==> src/rtl/skwn_pkg.sv <==
// ----------------------------------------------------------------------------
// skwn_pkg - shared types and constants of the skin weight normaliser
// widths, the vertex snapshot passed from front to back, helper sizes
// ----------------------------------------------------------------------------
package skwn_pkg;

  localparam int BONE_BITS        = 16;
  localparam int WEIGHT_FRAC_BITS = 16;
  localparam int IN_W             = 16;
  localparam int KEEP_SLOTS       = 4;
  localparam int SLOT_W           = $clog2(KEEP_SLOTS);
  localparam int CNT_W            = $clog2(KEEP_SLOTS + 1);
  localparam int SUM_W            = IN_W + SLOT_W;
  localparam int REM_W            = SUM_W + 1;
  localparam int QW               = WEIGHT_FRAC_BITS + 1;
  localparam int STEP_W           = $clog2(WEIGHT_FRAC_BITS + 1);
  localparam int QUEUE_DEPTH      = 2;
  localparam int QPTR_W           = $clog2(QUEUE_DEPTH);
  localparam int QCNT_W           = $clog2(QUEUE_DEPTH + 1);

  typedef logic [IN_W-1:0]      wgt_t;
  typedef logic [BONE_BITS-1:0] bone_t;
  typedef logic [QW-1:0]        nwgt_t;

  // kept list of one vertex, sorted largest first
  typedef struct packed {
    wgt_t  [KEEP_SLOTS-1:0] w;
    bone_t [KEEP_SLOTS-1:0] b;
    logic  [CNT_W-1:0]      n;
  } snap_t;

  // queue side status seen by front and back
  typedef struct packed {
    logic full;
    logic empty;
  } qstat_t;

endpackage

==> src/rtl/skin_weight_top4_normalizer_core.sv <==
// ----------------------------------------------------------------------------
// skin_weight_top4_normalizer_core - top-four bone weight normaliser
// streams influences in, gives one normalised top-four set per vertex
// ----------------------------------------------------------------------------
// Influences of a vertex are pushed one per transaction; each is taken by
// the front, which keeps a sorted list of the four largest nonzero weights
// (equal weights keep arrival order). The transaction with in_is_last set
// closes the vertex: its list goes into a two-entry queue and the front
// starts the next vertex in the next cycle. The back pops a list, adds the
// kept weights and runs four restoring divider lanes in parallel, one
// quotient bit per cycle; the slower of the intake and the divider loop sets
// the sustained rate. Weights come out as floor(w * 2^16 / sum), largest
// first; unused slots read weight zero with bone_0, and ok is low when no
// weight was kept. A finished result waits in the output register, and the
// back may finish the next vertex meanwhile; in_full rises only when both
// queue entries are taken.
module skin_weight_top4_normalizer_core (
  input  logic clk,
  input  logic rst_n,
  input  logic in_push,
  output logic in_full,
  input  logic [skwn_pkg::IN_W-1:0] in_bone,
  input  logic [skwn_pkg::IN_W-1:0] in_weight,
  input  logic in_is_last,
  output logic out_empty,
  input  logic out_pop,
  output logic out_ok,
  output logic [skwn_pkg::QW-1:0]   out_weight_0,
  output logic [skwn_pkg::QW-1:0]   out_weight_1,
  output logic [skwn_pkg::QW-1:0]   out_weight_2,
  output logic [skwn_pkg::QW-1:0]   out_weight_3,
  output logic [skwn_pkg::IN_W-1:0] out_bone_0,
  output logic [skwn_pkg::IN_W-1:0] out_bone_1,
  output logic [skwn_pkg::IN_W-1:0] out_bone_2,
  output logic [skwn_pkg::IN_W-1:0] out_bone_3
);
  import skwn_pkg::*;

  // front to queue
  logic   snap_push;
  snap_t  snap_in;
  // queue to back
  logic   snap_pop;
  snap_t  snap_out;
  qstat_t qstat;

  skwn_front u_front (
    .clk        (clk),
    .rst_n      (rst_n),
    .in_push    (in_push),
    .in_full    (in_full),
    .in_bone    (in_bone),
    .in_weight  (in_weight),
    .in_is_last (in_is_last),
    .qstat      (qstat),
    .snap_push  (snap_push),
    .snap       (snap_in)
  );

  // decouples intake from the divider so both can stall on their own
  skwn_queue u_queue (
    .clk     (clk),
    .rst_n   (rst_n),
    .wr      (snap_push),
    .wr_data (snap_in),
    .rd      (snap_pop),
    .rd_data (snap_out),
    .qstat   (qstat)
  );

  skwn_back u_back (
    .clk          (clk),
    .rst_n        (rst_n),
    .qstat        (qstat),
    .q_rd         (snap_pop),
    .q_data       (snap_out),
    .out_empty    (out_empty),
    .out_pop      (out_pop),
    .out_ok       (out_ok),
    .out_weight_0 (out_weight_0),
    .out_weight_1 (out_weight_1),
    .out_weight_2 (out_weight_2),
    .out_weight_3 (out_weight_3),
    .out_bone_0   (out_bone_0),
    .out_bone_1   (out_bone_1),
    .out_bone_2   (out_bone_2),
    .out_bone_3   (out_bone_3)
  );

endmodule

==> src/rtl/skwn_front.sv <==
// ----------------------------------------------------------------------------
// skwn_front - influence intake and top-four insertion
// keeps the sorted list of the four largest weights, hands it on at last
// ----------------------------------------------------------------------------
module skwn_front (
  input  logic                 clk,
  input  logic                 rst_n,
  input  logic                 in_push,
  output logic                 in_full,
  input  logic [skwn_pkg::IN_W-1:0] in_bone,
  input  logic [skwn_pkg::IN_W-1:0] in_weight,
  input  logic                 in_is_last,
  input  skwn_pkg::qstat_t     qstat,
  output logic                 snap_push,
  output skwn_pkg::snap_t      snap
);
  import skwn_pkg::*;

  wgt_t  [KEEP_SLOTS-1:0] kw_r, kw_nxt;
  bone_t [KEEP_SLOTS-1:0] kb_r, kb_nxt;
  logic  [CNT_W-1:0]      n_r, n_nxt;
  logic  [CNT_W-1:0]      pos;
  logic                   ins;
  logic                   accept;
  bone_t                  bone_in;

  assign in_full = qstat.full;
  assign accept  = in_push && !in_full;
  assign bone_in = in_bone[BONE_BITS-1:0];

  always_comb begin
    pos = '0;
    for (int i = 0; i < KEEP_SLOTS; i++) begin
      // list is sorted, so the entries not below the new weight form a prefix
      if ((CNT_W'(i) < n_r) && (kw_r[i] >= in_weight)) begin
        pos = pos + CNT_W'(1);
      end
    end
    ins    = (in_weight != '0) && (pos < CNT_W'(KEEP_SLOTS));
    kw_nxt = kw_r;
    kb_nxt = kb_r;
    n_nxt  = n_r;
    if (ins) begin
      for (int i = 1; i < KEEP_SLOTS; i++) begin
        if (CNT_W'(i) > pos) begin
          kw_nxt[i] = kw_r[i-1];
          kb_nxt[i] = kb_r[i-1];
        end
      end
      kw_nxt[pos[SLOT_W-1:0]] = in_weight;
      kb_nxt[pos[SLOT_W-1:0]] = bone_in;
      if (n_r < CNT_W'(KEEP_SLOTS)) begin
        n_nxt = n_r + CNT_W'(1);
      end
    end
  end

  assign snap_push = accept && in_is_last;
  assign snap.w    = kw_nxt;
  assign snap.b    = kb_nxt;
  assign snap.n    = n_nxt;

  always_ff @(posedge clk) begin
    if (!rst_n) begin
      kw_r <= '0;
      kb_r <= '0;
      n_r  <= '0;
    end else if (accept) begin
      if (in_is_last) begin
        kw_r <= '0;
        kb_r <= '0;
        n_r  <= '0;
      end else begin
        kw_r <= kw_nxt;
        kb_r <= kb_nxt;
        n_r  <= n_nxt;
      end
    end
  end

endmodule

==> src/rtl/skwn_queue.sv <==
// ----------------------------------------------------------------------------
// skwn_queue - short snapshot queue between front and back
// two entries in flops, first in first out
// ----------------------------------------------------------------------------
module skwn_queue (
  input  logic             clk,
  input  logic             rst_n,
  input  logic             wr,
  input  skwn_pkg::snap_t  wr_data,
  input  logic             rd,
  output skwn_pkg::snap_t  rd_data,
  output skwn_pkg::qstat_t qstat
);
  import skwn_pkg::*;

  snap_t [QUEUE_DEPTH-1:0] mem_r;
  logic  [QPTR_W-1:0]      wp_r, rp_r;
  logic  [QCNT_W-1:0]      cnt_r;
  logic                    do_wr, do_rd;

  assign qstat.full  = (cnt_r == QCNT_W'(QUEUE_DEPTH));
  assign qstat.empty = (cnt_r == '0);
  assign do_wr       = wr && !qstat.full;
  assign do_rd       = rd && !qstat.empty;
  assign rd_data     = mem_r[rp_r];

  always_ff @(posedge clk) begin
    if (do_wr) begin
      mem_r[wp_r] <= wr_data;
    end
  end

  always_ff @(posedge clk) begin
    if (!rst_n) begin
      wp_r  <= '0;
      rp_r  <= '0;
      cnt_r <= '0;
    end else begin
      if (do_wr) begin
        wp_r <= wp_r + QPTR_W'(1);
      end
      if (do_rd) begin
        rp_r <= rp_r + QPTR_W'(1);
      end
      if (do_wr && !do_rd) begin
        cnt_r <= cnt_r + QCNT_W'(1);
      end else if (do_rd && !do_wr) begin
        cnt_r <= cnt_r - QCNT_W'(1);
      end
    end
  end

endmodule

==> src/rtl/skwn_back.sv <==
// ----------------------------------------------------------------------------
// skwn_back - sum and normalise one vertex
// four restoring divider lanes, one quotient bit per cycle, result register
// ----------------------------------------------------------------------------
module skwn_back (
  input  logic             clk,
  input  logic             rst_n,
  input  skwn_pkg::qstat_t qstat,
  output logic             q_rd,
  input  skwn_pkg::snap_t  q_data,
  output logic             out_empty,
  input  logic             out_pop,
  output logic             out_ok,
  output logic [skwn_pkg::QW-1:0]   out_weight_0,
  output logic [skwn_pkg::QW-1:0]   out_weight_1,
  output logic [skwn_pkg::QW-1:0]   out_weight_2,
  output logic [skwn_pkg::QW-1:0]   out_weight_3,
  output logic [skwn_pkg::IN_W-1:0] out_bone_0,
  output logic [skwn_pkg::IN_W-1:0] out_bone_1,
  output logic [skwn_pkg::IN_W-1:0] out_bone_2,
  output logic [skwn_pkg::IN_W-1:0] out_bone_3
);
  import skwn_pkg::*;

  localparam logic [1:0] ST_IDLE = 2'd0;
  localparam logic [1:0] ST_SUM  = 2'd1;
  localparam logic [1:0] ST_DIV  = 2'd2;
  localparam logic [1:0] ST_DONE = 2'd3;

  logic [1:0]                     st_r, st_nxt;
  snap_t                          sn_r;
  logic [SUM_W-1:0]               sum_r, sum_nxt;
  logic [KEEP_SLOTS-1:0][REM_W-1:0] rem_r, rem_nxt;
  nwgt_t [KEEP_SLOTS-1:0]         q_r, q_nxt;
  logic [STEP_W-1:0]              step_r;
  logic                           ov_r;
  logic                           ok_r;
  nwgt_t [KEEP_SLOTS-1:0]         ow_r;
  logic [KEEP_SLOTS-1:0][IN_W-1:0] ob_r;
  logic                           load_out;
  logic                           ge;
  logic [REM_W-1:0]               diff;

  assign q_rd     = (st_r == ST_IDLE) && !qstat.empty;
  assign load_out = (st_r == ST_DONE) && (!ov_r || out_pop);

  always_comb begin
    sum_nxt = '0;
    for (int i = 0; i < KEEP_SLOTS; i++) begin
      sum_nxt = sum_nxt + SUM_W'(sn_r.w[i]);
    end
  end

  // one restoring step per lane
  always_comb begin
    rem_nxt = rem_r;
    q_nxt   = q_r;
    ge      = 1'b0;
    diff    = '0;
    for (int i = 0; i < KEEP_SLOTS; i++) begin
      ge         = rem_r[i] >= REM_W'(sum_r);
      diff       = ge ? (rem_r[i] - REM_W'(sum_r)) : rem_r[i];
      rem_nxt[i] = {diff[REM_W-2:0], 1'b0};
      q_nxt[i]   = {q_r[i][QW-2:0], ge};
    end
  end

  always_comb begin
    st_nxt = st_r;
    case (st_r)
      ST_IDLE: if (!qstat.empty) st_nxt = ST_SUM;
      ST_SUM:  st_nxt = ST_DIV;
      ST_DIV:  if (step_r == STEP_W'(WEIGHT_FRAC_BITS)) st_nxt = ST_DONE;
      ST_DONE: if (load_out) st_nxt = ST_IDLE;
      default: st_nxt = ST_IDLE;
    endcase
  end

  always_ff @(posedge clk) begin
    if (!rst_n) begin
      st_r <= ST_IDLE;
      ov_r <= 1'b0;
    end else begin
      st_r <= st_nxt;
      if (load_out) begin
        ov_r <= 1'b1;
      end else if (out_pop) begin
        ov_r <= 1'b0;
      end
    end
  end

  always_ff @(posedge clk) begin
    if (q_rd) begin
      sn_r <= q_data;
    end
    if (st_r == ST_SUM) begin
      sum_r  <= sum_nxt;
      step_r <= '0;
      q_r    <= '0;
      for (int i = 0; i < KEEP_SLOTS; i++) begin
        rem_r[i] <= REM_W'(sn_r.w[i]);
      end
    end else if (st_r == ST_DIV) begin
      rem_r  <= rem_nxt;
      q_r    <= q_nxt;
      step_r <= step_r + STEP_W'(1);
    end
    if (load_out) begin
      ok_r <= (sn_r.n != '0);
      for (int i = 0; i < KEEP_SLOTS; i++) begin
        if ((sn_r.n != '0) && (CNT_W'(i) < sn_r.n)) begin
          ow_r[i] <= q_r[i];
          ob_r[i] <= IN_W'(sn_r.b[i]);
        end else begin
          ow_r[i] <= '0;
          ob_r[i] <= IN_W'(sn_r.b[0]);
        end
      end
    end
  end

  assign out_empty    = !ov_r;
  assign out_ok       = ok_r;
  assign out_weight_0 = ow_r[0];
  assign out_weight_1 = ow_r[1];
  assign out_weight_2 = ow_r[2];
  assign out_weight_3 = ow_r[3];
  assign out_bone_0   = ob_r[0];
  assign out_bone_1   = ob_r[1];
  assign out_bone_2   = ob_r[2];
  assign out_bone_3   = ob_r[3];

endmodule

==> config.mk <==
export PLATFORM = sky130hd
export DESIGN_NAME = skin_weight_top4_normalizer_core
export DESIGN_NICKNAME = d
export VERILOG_FILES = /design/src/rtl/skwn_pkg.sv /design/src/rtl/skin_weight_top4_normalizer_core.sv /design/src/rtl/skwn_front.sv /design/src/rtl/skwn_queue.sv /design/src/rtl/skwn_back.sv
export SDC_FILE = /design/constraint.sdc
export NUM_CORES = 1
export LEC_CHECK = 0
export BUFFER_PORTS_ARGS = -buffer_cell sky130_fd_sc_hd__buf_2
export CAP_MARGIN = 0
export CORE_MARGIN = 3
export CORE_UTILIZATION = 30
export DETAILED_ROUTE_END_ITERATION = 10
export PLACE_DENSITY = 0.44
export SLEW_MARGIN = 20
export SYNTH_ARGS = -nofsm -noshare
export SYNTH_HDL_FRONTEND = slang
export SYNTH_SLANG_ARGS = --single-unit
==> constraint.sdc <==
create_clock -name clk -period 10.5 [get_ports clk]
set_input_delay 2.1 -clock clk [delete_from_list [all_inputs] [get_ports clk]]
set_output_delay 2.1 -clock clk [all_outputs]
set_load 0.02 [all_outputs]
==> metrics <==
via count 25200; Tmin final a little over 7 ns; I/O Pins 172; final cell count without fillers between 5000 and 6000; critical-path maximum fanout 62; Final Setup Violations 0; Buf/Inv on CP 4; total global-route track usage between 10% and 20%; dpl hpwl 74.8 mm; Final nets 3509; Hold Path Class reg2reg; DRC 0; Final Max Tran Viols 0; DR iter-0 viols between 1500 and 2000; setup TNS 0 ns; period utilisation layout 68.0%; clk buf depth 3; Post-CTS Hold Buffers 0; critical path type in2reg; share of layout cells above drive strength 1 between 10% and 20%; global-route wire length before repair 164 mm; RSZ-0062 raised after global routing false; Syn Std Cell Area 0.0394 mm2; # resized after CTS 0; Die Ht 368 um; top achievable clock speed 0.140 GHz; Area Overhead vs Synth 15.4%; Fillers 12800; average wire per standard cell between 20 and 25 um; syn_area_per_cell 12.7 um2; vias in the first global route 25100; Inserted Clock Buffers 95; final wirelength 110 mm; Req. time, crit path between 10 and 15 ns; Critical Path, Cell by Cell buf_2 -> ha_1 -> nand2b_1 -> a21o_1 -> a21o_1 -> a21o_1 -> a21o_1 -> a21oi_1 -> o21ai_0 -> a41oi_1 -> a21oi_1 -> ha_1 -> xnor2_4 -> inv_2 -> ha_1 -> and2_1 -> and3b_1 -> o211ai_4 -> o21bai_4 -> buf_4 -> buf_4 -> a2bb2oi_1 -> o21a_1; die area 0.136 mm2; via density per instance ~4.9; CP arrival 7.66 ns; CP Launch Type primary input; leakage power 16.8 nW; CP endpoint kind flip-flop; slowest stage cell on the critical path buf_4; asr flop ratio synth 0%; proportion of synthesized chip area in sequential cells 57.7%; TritonCTS clock tree done; total chip power 14.3 mW; placed cell areas 0.0423 mm2; max incr delay on CP ~0.56 ns; CTS sink count 831; initial antenna violation count 8; starting density of the core between 30% and 40%; maximum vdd drop 0.000195 V; Setup Fix Bufs, Post-CTS 0; num rows 132; total grt overflow 0; cell family with most CP delay compound AO/OA/AOI/OAI gates; routability cong. approximately 0.8; Synth Register Bits about 830; actual slew at the worst max-slew pin 0.990 ns; most used cell, CP a21o_1; largest net degree at the start of global routing 129; Initial DRT Pass Iterations 6; Chip Width 368 um; clk root buf clkbuf_16; yosys warns 0; Post-synth top flop edfxtp_1; post-route ant nets 0; number of synthesized flops with an enable pin 608; Netlist cell types 89; CTS H-tree lvls 3; Synth Instances 3104; Post-Route Skew 0.0431 ns; PortBufs 171; placed cell count 4913; MaxCap Viol Count 0; worst skew pair latency 0.68 ns; Worst slew margin about 34%; syn nets between 3000 and 4000; Finished Cell Area 0.0455 mm2; Worst-path clk slew 0.06 ns; final hold vios 0; core area 0.130 mm2; pwr/cell area 315 mW/mm2; status finished, final reports clean
[cells in the final DEF, fill, tap and decap left out, drive strengths merged, types with 32 or more instances in the layout]
master / instances
buf: 213
a22o: 69
mux2: 184
nor2: 155
a21o: 45
o21ai: 132
a221o: 36
o2bb2ai: 32
xnor2: 55
ha: 180
xor2: 34
dfxtp: 223
and2: 55
nor2b: 71
nand2: 148
clkbuf: 131
nand3: 34
a21oi: 79
inv: 205
nor3: 62
edfxtp: 608
o21a: 40
mux2i: 143
[state kept, by name, indices dropped and copies added (netlist names), 17 cells and up]
| signal | count |
|---|---|
| u_back.rem_r | 76 |
| u_back.out_weight_1 | 17 |
| u_back.out_weight_0 | 17 |
| u_back.sn_r | 131 |
| u_back.q_nxt | 64 |
| u_back.out_weight_2 | 17 |
| u_front.kw_r | 64 |
| u_back.sum_r | 18 |
| u_queue.mem_r | 262 |
| u_front.kb_r | 64 |
| u_back.out_weight_3 | 17 |
[power breakdown]
part           internal, mW  leakage, nW  switching, mW  total (mW)
logic                  2.52         7.82           3.67        6.19
registers              4.47         7.48          0.339        4.81
clock network          1.95         1.51           1.38        3.32
[metal layers]
layer | global-route usage (%) | vias up | wire length, um
met5 | 0 | - | 0
met1 | 22.8 | 12400 | 52900
met3 | 2.49 | 159 | 4600
met2 | 24.8 | 523 | 49200
met4 | 4.34 | 0 | 2900
li1 | - | 12000 | -
[per-stage QoR]
step | util (%) | hold slack [ns] | setup WS, ns
floorplan | - | 0.432 | 1.81
global placement | 32.5 | 0.444 | 2.74
detailed placement | 32.5 | 0.446 | 2.65
CTS | 34.9 | 0.465 | 3.35
global route | 35.0 | 0.473 | 3.02
finish | 35.0 | 0.461 | 3.36
[layout make-up]
| class | count | area, um2 | share of cell area (%) |
|---|---|---|---|
| Clock inverter | 47 | 539 | 1.19 |
| Clock buffer | 131 | 2570 | 5.66 |
| Sequential cell | 831 | 22700 | 50.0 |
| Antenna cell | 1 | 2.50 | 0.00551 |
| Inverter | 202 | 763 | 1.68 |
| Tap cell | 1742 | 2180 | 4.80 |
| Multi-Input combinational cell | 1927 | 15500 | 34.0 |
| Timing Repair Buffer | 213 | 1200 | 2.65 |
[synth_stat cells, types with 69 or more instances]
library cell  count  area share (%)
mux2i_1         142             3.6
clkbuf_1         95            0.91
inv_1           200             1.9
o21ai_0         130             1.7
edfxtp_1        608              46
nand2_1         148             1.4
a22o_1           69             1.5
dfxtp_1         223              11
a21oi_1          78            0.99
mux2_2          183             5.2
nor2_1          155             1.5
nor2b_1          71             1.1
ha_1            180             5.7
[cells by family after synthesis]
group / after synthesis / share of synthesized area [%]
AOI/OAI and AO/OA: 678 / 13.1
DFF: 831 / 57.7
xor gates and xnor gates: 89 / 2.03
adders and majority gates: 202 / 6.84
and+or+nand+nor: 631 / 7.95
muxes: 327 / 8.94
buffers and inverters: 346 / 3.48
[worst paths after layout]
path / startpoint / end / slack [ns] / cells past startpoint
setup reg to reg: u_front.kw_r[16]$_SDFFE_PN0P_ / u_queue.mem_r[156]$_DFFE_PP_ / 4.56 / 23
setup / recovery: in_weight[0] / u_queue.mem_r[156]$_DFFE_PP_ / 3.36 / 23
hold reg to reg: u_front.kb_r[48]$_SDFFE_PN0P_ / u_front.kb_r[48]$_SDFFE_PN0P_ / 0.46 / 1
hold / removal: u_front.kb_r[48]$_SDFFE_PN0P_ / u_front.kb_r[48]$_SDFFE_PN0P_ / 0.46 / 1
[worst register-to-register path: cells and delay by family (launching register included)]
kind                       cells  cell delay (ns)
AOI/OAI and AO/OA             12             2.55
xor gates and xnor gates       1             0.24
and+or+nand+nor                3             0.53
buffers and inverters          4             1.30
DFF                            1             0.36
adders and majority gates      3             0.80
Note: power is estimated with default switching activity, not from simulation.
